[config.mk]
export PLATFORM = sky130hd
export DESIGN_NAME = echo_median_ema_filter_core
export DESIGN_NICKNAME = d
export VERILOG_FILES = /design/src/rtl/core/emef_pkg.sv /design/src/rtl/core/emef_cfg.sv /design/src/rtl/core/emef_ctrl.sv /design/src/rtl/core/emef_dpath.sv /design/src/rtl/core/echo_median_ema_filter_core.sv
export SDC_FILE = /design/constraint.sdc
export NUM_CORES = 2
export LEC_CHECK = 0
export BUFFER_PORTS_ARGS = -buffer_cell sky130_fd_sc_hd__buf_2
export CORE_ASPECT_RATIO = 1.1
export CORE_MARGIN = 1.5
export CORE_UTILIZATION = 60
export CTS_BUF_LIST = sky130_fd_sc_hd__clkbuf_8
export DETAILED_ROUTE_END_ITERATION = 16
export GPL_ROUTABILITY_DRIVEN = 0
export HOLD_SLACK_MARGIN = 0.03
export PLACE_DENSITY_LB_ADDON = 0.05
export SKIP_CTS_REPAIR_TIMING = 1
export SLEW_MARGIN = 10
export SYNTH_ARGS = -nofsm -noshare
export SYNTH_HDL_FRONTEND = slang
export SYNTH_HIERARCHICAL = 1
export SYNTH_SLANG_ARGS = --single-unit
export TNS_END_PERCENT = 20
[constraint.sdc]
create_clock -name clk -period 24.7 [get_ports clk]
set_input_delay 0 -clock clk [delete_from_list [all_inputs] [get_ports clk]]
set_output_delay 0 -clock clk [all_outputs]
set_load 0.05 [all_outputs]
[src/rtl/core/emef_pkg.sv]
`default_nettype none
package emef_pkg;

	localparam int DUR_W  = 15;
	localparam int DIST_W = 16;
	localparam int CFG_IDX_W = 3;
	localparam int CFG_DATA_W = 17;
	localparam int ALPHA_W = 17;
	localparam int PROD_W = DIST_W + ALPHA_W;

	localparam logic [16:0] DIST_SCALE    = 17'd71932;
	localparam logic [16:0] ALPHA_DEFAULT = 17'd16384;
	localparam logic [16:0] ALPHA_ONE     = 17'd65536;
	localparam logic [PROD_W-1:0] ROUND_HALF = PROD_W'(32768);

	localparam logic [CFG_IDX_W-1:0] REG_SAMPLE_COUNT     = 3'd0;
	localparam logic [CFG_IDX_W-1:0] REG_MIN_DISTANCE     = 3'd1;
	localparam logic [CFG_IDX_W-1:0] REG_MAX_DISTANCE     = 3'd2;
	localparam logic [CFG_IDX_W-1:0] REG_DISTANCE_OFFSET  = 3'd3;
	localparam logic [CFG_IDX_W-1:0] REG_SMOOTHING_FACTOR = 3'd4;

	typedef struct packed {
		logic [3:0]          sample_count;
		logic [DIST_W-1:0]   min_distance;
		logic [DIST_W-1:0]   max_distance;
		logic signed [15:0]  distance_offset;
		logic [ALPHA_W-1:0]  smoothing_factor;
	} cfg_t;

	typedef struct packed {
		logic load_dist;
		logic insert;
		logic calc_median;
		logic calc_prod;
		logic update_avg;
		logic load_out;
	} cmd_t;

	typedef struct packed {
		logic batch_end;
	} sts_t;

endpackage
`default_nettype wire

[src/rtl/core/emef_cfg.sv]
`default_nettype none
module emef_cfg
	import emef_pkg::*;
(
	input  wire logic                  clk,
	input  wire logic                  arst_n,
	input  wire logic                  cfg_wr_en,
	input  wire logic [CFG_IDX_W-1:0]  cfg_index,
	input  wire logic [CFG_DATA_W-1:0] cfg_data,
	output cfg_t                       cfg
);

	cfg_t cfg_q;

	always_ff @(posedge clk or negedge arst_n) begin
		if (!arst_n) begin
			cfg_q.sample_count     <= 4'd5;
			cfg_q.min_distance     <= '0;
			cfg_q.max_distance     <= '1;
			cfg_q.distance_offset  <= '0;
			cfg_q.smoothing_factor <= ALPHA_DEFAULT;
		end else if (cfg_wr_en) begin
			case (cfg_index)
				REG_SAMPLE_COUNT:     cfg_q.sample_count     <= cfg_data[3:0];
				REG_MIN_DISTANCE:     cfg_q.min_distance     <= cfg_data[15:0];
				REG_MAX_DISTANCE:     cfg_q.max_distance     <= cfg_data[15:0];
				REG_DISTANCE_OFFSET:  cfg_q.distance_offset  <= cfg_data[15:0];
				REG_SMOOTHING_FACTOR: cfg_q.smoothing_factor <= cfg_data;
				default: begin
				end
			endcase
		end
	end

	assign cfg = cfg_q;

endmodule
`default_nettype wire

[src/rtl/core/emef_ctrl.sv]
`default_nettype none
module emef_ctrl
	import emef_pkg::*;
(
	input  wire logic clk,
	input  wire logic arst_n,
	input  wire logic in_valid,
	output logic      in_stall,
	output logic      out_valid,
	input  wire logic out_stall,
	input  wire sts_t sts,
	output cmd_t      cmd
);

	typedef enum logic [2:0] {
		ST_IDLE,
		ST_INSERT,
		ST_MEDIAN,
		ST_PROD,
		ST_AVG,
		ST_OUT
	} state_t;

	state_t state_q;
	logic   stall_q;
	logic   out_valid_q;
	logic   out_free;

	assign out_free = !out_valid_q || !out_stall;

	always_comb begin
		cmd             = '0;
		cmd.load_dist   = (state_q == ST_IDLE) && in_valid && !stall_q;
		cmd.insert      = (state_q == ST_INSERT);
		cmd.calc_median = (state_q == ST_MEDIAN);
		cmd.calc_prod   = (state_q == ST_PROD);
		cmd.update_avg  = (state_q == ST_AVG);
		cmd.load_out    = (state_q == ST_OUT) && out_free;
	end

	always_ff @(posedge clk or negedge arst_n) begin
		if (!arst_n) begin
			state_q     <= ST_IDLE;
			stall_q     <= 1'b0;
			out_valid_q <= 1'b0;
		end else begin
			if (out_valid_q && !out_stall && (state_q != ST_OUT)) begin
				out_valid_q <= 1'b0;
			end
			case (state_q)
				ST_IDLE: begin
					if (in_valid && !stall_q) begin
						state_q <= ST_INSERT;
						stall_q <= 1'b1;
					end
				end
				ST_INSERT: begin
					if (sts.batch_end) begin
						state_q <= ST_MEDIAN;
					end else begin
						state_q <= ST_IDLE;
						stall_q <= 1'b0;
					end
				end
				ST_MEDIAN: state_q <= ST_PROD;
				ST_PROD:   state_q <= ST_AVG;
				ST_AVG:    state_q <= ST_OUT;
				ST_OUT: begin
					if (out_free) begin
						out_valid_q <= 1'b1;
						state_q     <= ST_IDLE;
						stall_q     <= 1'b0;
					end
				end
				default: begin
					state_q <= ST_IDLE;
					stall_q <= 1'b0;
				end
			endcase
		end
	end

	assign in_stall  = stall_q;
	assign out_valid = out_valid_q;

endmodule
`default_nettype wire

[src/rtl/core/emef_dpath.sv]
`default_nettype none
module emef_dpath
	import emef_pkg::*;
#(
	parameter int MAX_SAMPLES = 15
) (
	input  wire logic             clk,
	input  wire logic             arst_n,
	input  wire cfg_t             cfg,
	input  wire cmd_t             cmd,
	output sts_t                  sts,
	input  wire logic [DUR_W-1:0] echo_duration_us,
	output logic                  batch_used,
	output logic [DIST_W-1:0]     average_distance,
	output logic                  average_valid
);

	localparam int CW = $clog2(MAX_SAMPLES + 1);
	localparam int IW = (MAX_SAMPLES > 1) ? $clog2(MAX_SAMPLES) : 1;
	localparam int LW = (CW > 4) ? CW : 4;

	logic [DIST_W-1:0] samples_q [MAX_SAMPLES];
	logic [CW-1:0]     cnt_q;
	logic [CW-1:0]     pos_q;
	logic [DIST_W-1:0] avg_q;
	logic              seeded_q;

	logic [DIST_W-1:0] dist_s1;
	logic [DIST_W-1:0] med_q;
	logic              used_q;
	logic [PROD_W-1:0] prod_avg_q;
	logic [PROD_W-1:0] prod_med_q;

	logic              batch_used_q;
	logic [DIST_W-1:0] average_distance_q;
	logic              average_valid_q;

	logic [DUR_W+16:0]    dist_prod;
	logic                 keep;
	logic [MAX_SAMPLES-1:0] gt;
	logic [DIST_W-1:0]    ins_val [MAX_SAMPLES];
	logic [CW-1:0]        pos_inc;
	logic [LW-1:0]        batch_len;
	logic [IW-1:0]        mid_idx;
	logic [DIST_W-1:0]    med_raw;
	logic signed [17:0]   med_sum;
	logic [ALPHA_W-1:0]   alpha;
	logic [ALPHA_W-1:0]   weight;
	logic [PROD_W-1:0]    acc;

	assign dist_prod = (DUR_W + 17)'(echo_duration_us) * (DUR_W + 17)'(DIST_SCALE);

	always_ff @(posedge clk) begin
		if (cmd.load_dist) begin
			dist_s1 <= dist_prod[DIST_W+15:16];
		end
	end

	assign keep = (dist_s1 != '0) && (dist_s1 >= cfg.min_distance) &&
		(dist_s1 <= cfg.max_distance) && (cnt_q < CW'(MAX_SAMPLES));

	// sorted insert: each entry either keeps, takes the new value or shifts up
	always_comb begin
		for (int k = 0; k < MAX_SAMPLES; k++) begin
			gt[k] = (CW'(k) >= cnt_q) || (samples_q[k] > dist_s1);
		end
		for (int k = 0; k < MAX_SAMPLES; k++) begin
			if (!gt[k]) begin
				ins_val[k] = samples_q[k];
			end else if (k == 0) begin
				ins_val[k] = dist_s1;
			end else if (!gt[k-1]) begin
				ins_val[k] = dist_s1;
			end else begin
				ins_val[k] = samples_q[k-1];
			end
		end
	end

	for (genvar k = 0; k < MAX_SAMPLES; k++) begin : g_slot
		always_ff @(posedge clk) begin
			if (cmd.insert && keep && (CW'(k) <= cnt_q)) begin
				samples_q[k] <= ins_val[k];
			end
		end
	end

	assign pos_inc = pos_q + CW'(1);

	always_comb begin
		if (cfg.sample_count == '0) begin
			batch_len = LW'(1);
		end else if (LW'(cfg.sample_count) > LW'(MAX_SAMPLES)) begin
			batch_len = LW'(MAX_SAMPLES);
		end else begin
			batch_len = LW'(cfg.sample_count);
		end
	end

	assign sts.batch_end = LW'(pos_inc) >= batch_len;

	assign mid_idx = IW'(cnt_q >> 1);
	assign med_raw = samples_q[mid_idx];
	assign med_sum = $signed({2'b00, med_raw}) +
		$signed({{2{cfg.distance_offset[15]}}, cfg.distance_offset});

	always_comb begin
		if ((cfg.smoothing_factor == '0) || (cfg.smoothing_factor > ALPHA_ONE)) begin
			alpha = ALPHA_DEFAULT;
		end else begin
			alpha = cfg.smoothing_factor;
		end
		weight = ALPHA_ONE - alpha;
	end

	assign acc = prod_avg_q + prod_med_q + ROUND_HALF;

	always_ff @(posedge clk) begin
		if (cmd.calc_median) begin
			used_q <= (cnt_q != '0) && (med_sum > 18'sd0);
			if (med_sum > 18'sd65535) begin
				med_q <= '1;
			end else begin
				med_q <= med_sum[DIST_W-1:0];
			end
		end
		if (cmd.calc_prod) begin
			prod_avg_q <= PROD_W'(avg_q) * PROD_W'(weight);
			prod_med_q <= PROD_W'(med_q) * PROD_W'(alpha);
		end
		if (cmd.load_out) begin
			batch_used_q       <= used_q;
			average_distance_q <= avg_q;
			average_valid_q    <= seeded_q;
		end
	end

	always_ff @(posedge clk or negedge arst_n) begin
		if (!arst_n) begin
			cnt_q    <= '0;
			pos_q    <= '0;
			avg_q    <= '0;
			seeded_q <= 1'b0;
		end else begin
			if (cmd.insert) begin
				if (keep) begin
					cnt_q <= cnt_q + CW'(1);
				end
				pos_q <= sts.batch_end ? '0 : pos_inc;
			end
			if (cmd.calc_median) begin
				cnt_q <= '0;
			end
			if (cmd.update_avg && used_q) begin
				seeded_q <= 1'b1;
				avg_q    <= seeded_q ? acc[31:16] : med_q;
			end
		end
	end

	assign batch_used       = batch_used_q;
	assign average_distance = average_distance_q;
	assign average_valid    = average_valid_q;

endmodule
`default_nettype wire

[src/rtl/core/echo_median_ema_filter_core.sv]
// echo median + moving average distance filter
//
// input channel (in_valid / in_stall, payload echo_duration_us): one echo
// duration in microseconds per request, 0 for a timeout. a request is taken
// when in_valid is high and in_stall low. after each request in_stall is high
// for one cycle while the distance is sorted into the batch store, so no new
// request is taken until that sort is done.
// the request that completes a batch keeps the input stalled through the sort,
// median pick with offset, product, average update and the result register,
// and longer while the result register is still held by out_stall. out_valid
// rises in the same cycle as in_stall falls.
// output channel (out_valid / out_stall): one request per batch with
// batch_used, average_distance and average_valid. the result register holds
// while out_stall is high; the next batch can be collected meanwhile, and a
// second finished batch waits in the controller until the register frees.
// configuration (cfg_wr_en, cfg_index, cfg_data) is to be written only while
// idle; the block itself does not enforce this. reset clears the batch, the
// average and the config to defaults; no request is taken until arst_n is released.
`default_nettype none
module echo_median_ema_filter_core
	import emef_pkg::*;
#(
	parameter int MAX_SAMPLES = 15
) (
	input  wire logic                  clk,
	input  wire logic                  arst_n,
	input  wire logic                  cfg_wr_en,
	input  wire logic [CFG_IDX_W-1:0]  cfg_index,
	input  wire logic [CFG_DATA_W-1:0] cfg_data,
	input  wire logic                  in_valid,
	output logic                       in_stall,
	input  wire logic [DUR_W-1:0]      echo_duration_us,
	output logic                       out_valid,
	input  wire logic                  out_stall,
	output logic                       batch_used,
	output logic [DIST_W-1:0]          average_distance,
	output logic                       average_valid
);

	cfg_t cfg;
	cmd_t cmd;
	sts_t sts;

	emef_cfg u_cfg (
		.clk       (clk),
		.arst_n    (arst_n),
		.cfg_wr_en (cfg_wr_en),
		.cfg_index (cfg_index),
		.cfg_data  (cfg_data),
		.cfg       (cfg)
	);

	emef_ctrl u_ctrl (
		.clk       (clk),
		.arst_n    (arst_n),
		.in_valid  (in_valid),
		.in_stall  (in_stall),
		.out_valid (out_valid),
		.out_stall (out_stall),
		.sts       (sts),
		.cmd       (cmd)
	);

	emef_dpath #(
		.MAX_SAMPLES (MAX_SAMPLES)
	) u_dpath (
		.clk              (clk),
		.arst_n           (arst_n),
		.cfg              (cfg),
		.cmd              (cmd),
		.sts              (sts),
		.echo_duration_us (echo_duration_us),
		.batch_used       (batch_used),
		.average_distance (average_distance),
		.average_valid    (average_valid)
	);

endmodule
`default_nettype wire

==> results.yml <==
clocking:
  cts.sinks: 342
  clk_pin_slew_worst_paths_ns: 0.06
  clock_path_buffers: 3
  clkLatencyLatePin_ns: 0.71
  cts_buffers: 61
  cts-root-buf: "clkbuf_8"
  cts_tree: "built"
  htreeDepth: 2
route:
  first_iter_violations: 1760
  drtPass1Iterations: 5
  drcViolationCount: 0
  routed-via-count: 29700
  ant_nets: 0
  wl_um: 108000
  wl_per_cell_um: 21.1
  viasPerCell: 5.78
yosys:
  synth_fp_nets: 5155
  ys_seq_elements: 342
  yosysWarnings: 6
  ys_seq_area_frac: 0.234
  ys.flop_type: "edfxtp_1"
  synthCells: 4072
  avgSynthCellArea_um2: 10.3
  async_reset_ff_frac: 0.289
  ys_types: 96
  synth_edf_count: 243
  syn_area_um2: 41900
placement:
  dp_hpwl_um: 84100
  place_ws_ns: 15.21
  portBuffers: 59
critical_path:
  criticalPathCategory: "reg2reg"
  worstPathRequired_ns: 25.14
  r2r_cells: 32
  cp-start-kind: "register"
  crit_path_end_kind: "register"
  crit_path_max_incr_delay_ns: 0.58
  cpMaxStageDelayCell: "or4_1"
  cp_max_fo: 20
  crit_top_cell: "fa_1"
  crit_arrival_ns: 10.08
sta:
  hold_violations: 0
  holdWs_ns: 0.0737
  max_freq_mhz: 104
  final.min_clock_period_ns: 9.64
  tightest_slew_ns: 1.20
  setup_violations: 0
  fin_setup_tns_ns: 0
  rsz0062_at_grt: "no"
  skew_ns: 0.0276
  setup_ws_ns: 15.06
  max-slew-margin-rel: 0.197
  fin_crit_sh: 0.390
  finalMaxSlewViolations: 0
run_status:
  run_status: "finished, final reports clean"
layout:
  syn_to_final_growth_pct: 7.11
  drive_gt1_frac: 0.117
  nets: 5239
  layout_commonest_cell: "inv_1"
  nFillCells: 5721
  layout.cells.most_common_list: "inv_1 (733), ha_1 (561), fa_1 (482)"
global_routing:
  grt.total_usage: 0.315
  grt_pass1_vias: 30900
  antenna_found_initial: 2
  grt_pass1_wl_um: 171000
  grt_overflow: 0
  grt_max_degree: 73
die:
  die_area_um2: 71400
  die_w_um: 255
  start_util: 0.606
  ioPinCount: 60
  die_h_um: 280
  num_rows: 101
  coreArea_um2: 69100
hold_path:
  worstHoldPathCells: 3
  min_path_type: "in2reg"
job:
  maxCapViolations: 0
[stage by stage]
step,cells,utilization,area [um2]
after global routing,5133,0.649,44900
after floorplan,4072,-,41900
after CTS,5103,0.645,44600
final,5136,0.649,44900
after global placement,4990,0.627,43300
after detailed placement,4990,0.627,43300
[flip-flops by register name, summed over array words and instances (netlist names), 3 cells and up]
name / cells
u_dpath/avg_q: 16
u_dpath/average_distance: 16
u_dpath/pos_q: 4
u_cfg/cfg: 69
u_ctrl/state_q: 3
u_dpath/dist_s1: 16
u_dpath/prod_med_q: 32
u_dpath/med_q: 16
u_dpath/cnt_q: 4
u_dpath/prod_avg_q: 32
u_dpath/samples_q: 128
[cell families (layout without fill, tap and decap cells)]
group	Yosys count	in the layout	synth area share
multiplexers	221	221	0.0677
AND/OR/NAND/NOR	994	994	0.120
flip-flops	342	342	0.234
buffers and inverters	851	985	0.0787
AO/OA/AOI/OAI	511	511	0.0790
adder cells (fa/ha/maj)	1043	1043	0.398
XOR/XNOR	110	110	0.0232
other	0	3	0
[metal layers]
| layer | part of all wire | GRT usage |
|---|---|---|
| met3 | 0.039 | 0.0341 |
| met5 | 0 | 0 |
| met2 | 0.51 | 0.560 |
| met4 | 0.054 | 0.154 |
| met1 | 0.40 | 0.378 |
[final cells by class]
class / count / area, um2 / area share
Clock buffer: 65 / 895 / 0.0199
Tap cell: 927 / 1160 / 0.0258
Timing Repair Buffer: 161 / 1140 / 0.0254
Sequential cell: 342 / 9800 / 0.218
Multi-Input combinational cell: 2879 / 28900 / 0.643
Antenna cell: 3 / 7.51 / 0.000167
Clock inverter: 48 / 344 / 0.00767
Inverter: 711 / 2670 / 0.0595
[final timing paths]
check	from	to	slack [ns]
min reg2reg	u_cfg/cfg[51]$_DFFE_PN0P_	u_cfg/cfg[51]$_DFFE_PN0P_	0.49
max	u_cfg/cfg[5]$_DFFE_PN0P_	u_dpath/prod_avg_q[29]$_DFFE_PP_	15.06
max reg2reg	u_cfg/cfg[5]$_DFFE_PN0P_	u_dpath/prod_avg_q[29]$_DFFE_PP_	15.06
min in group asynchronous	arst_n	u_cfg/cfg[33]$_DFFE_PN1P_	0.40
max in group asynchronous	arst_n	u_cfg/cfg[16]$_DFFE_PN0P_	22.93
min	cfg_data[16]	u_cfg/cfg[16]$_DFFE_PN0P_	0.07
[critical path, delay by kind of cell (launching register included)]
kind / cells / cell delay, ns
adder cells (fa/ha/maj): 8 / 3.99
AND/OR/NAND/NOR: 10 / 2.41
AO/OA/AOI/OAI: 8 / 1.89
buffers and inverters: 4 / 0.43
flip-flops: 1 / 0.39
XOR/XNOR: 2 / 0.23
[cells in the mapped netlist (all sizes together), types with 13 or more instances]
master  number  share of area
nor3        35         0.0045
ha         561           0.17
nor2b       49         0.0074
and2       224          0.034
clkbuf     102         0.0091
o21bai      18         0.0032
o21ai      130          0.016
nand2b      25         0.0037
nor2        79         0.0076
o21a        55         0.0099
mux2       175          0.047
inv        710          0.064
dfstp       19          0.012
nand2      427          0.038
edfxtp     243           0.17
a31oi       18         0.0027
a21oi      127          0.015
mux2i       14         0.0034
mux4        32          0.017
nand3       38         0.0048
xor2        27         0.0058
a211oi      13         0.0023
fa         482           0.23
a21o        73          0.013
dfrtp       80          0.048
buf         38         0.0059
and3        15         0.0023
nand4       46         0.0069
xnor2       83          0.017
Power is not shown: default switching activity piles up to over one toggle a cycle in this logic, so the estimate is an artifact.
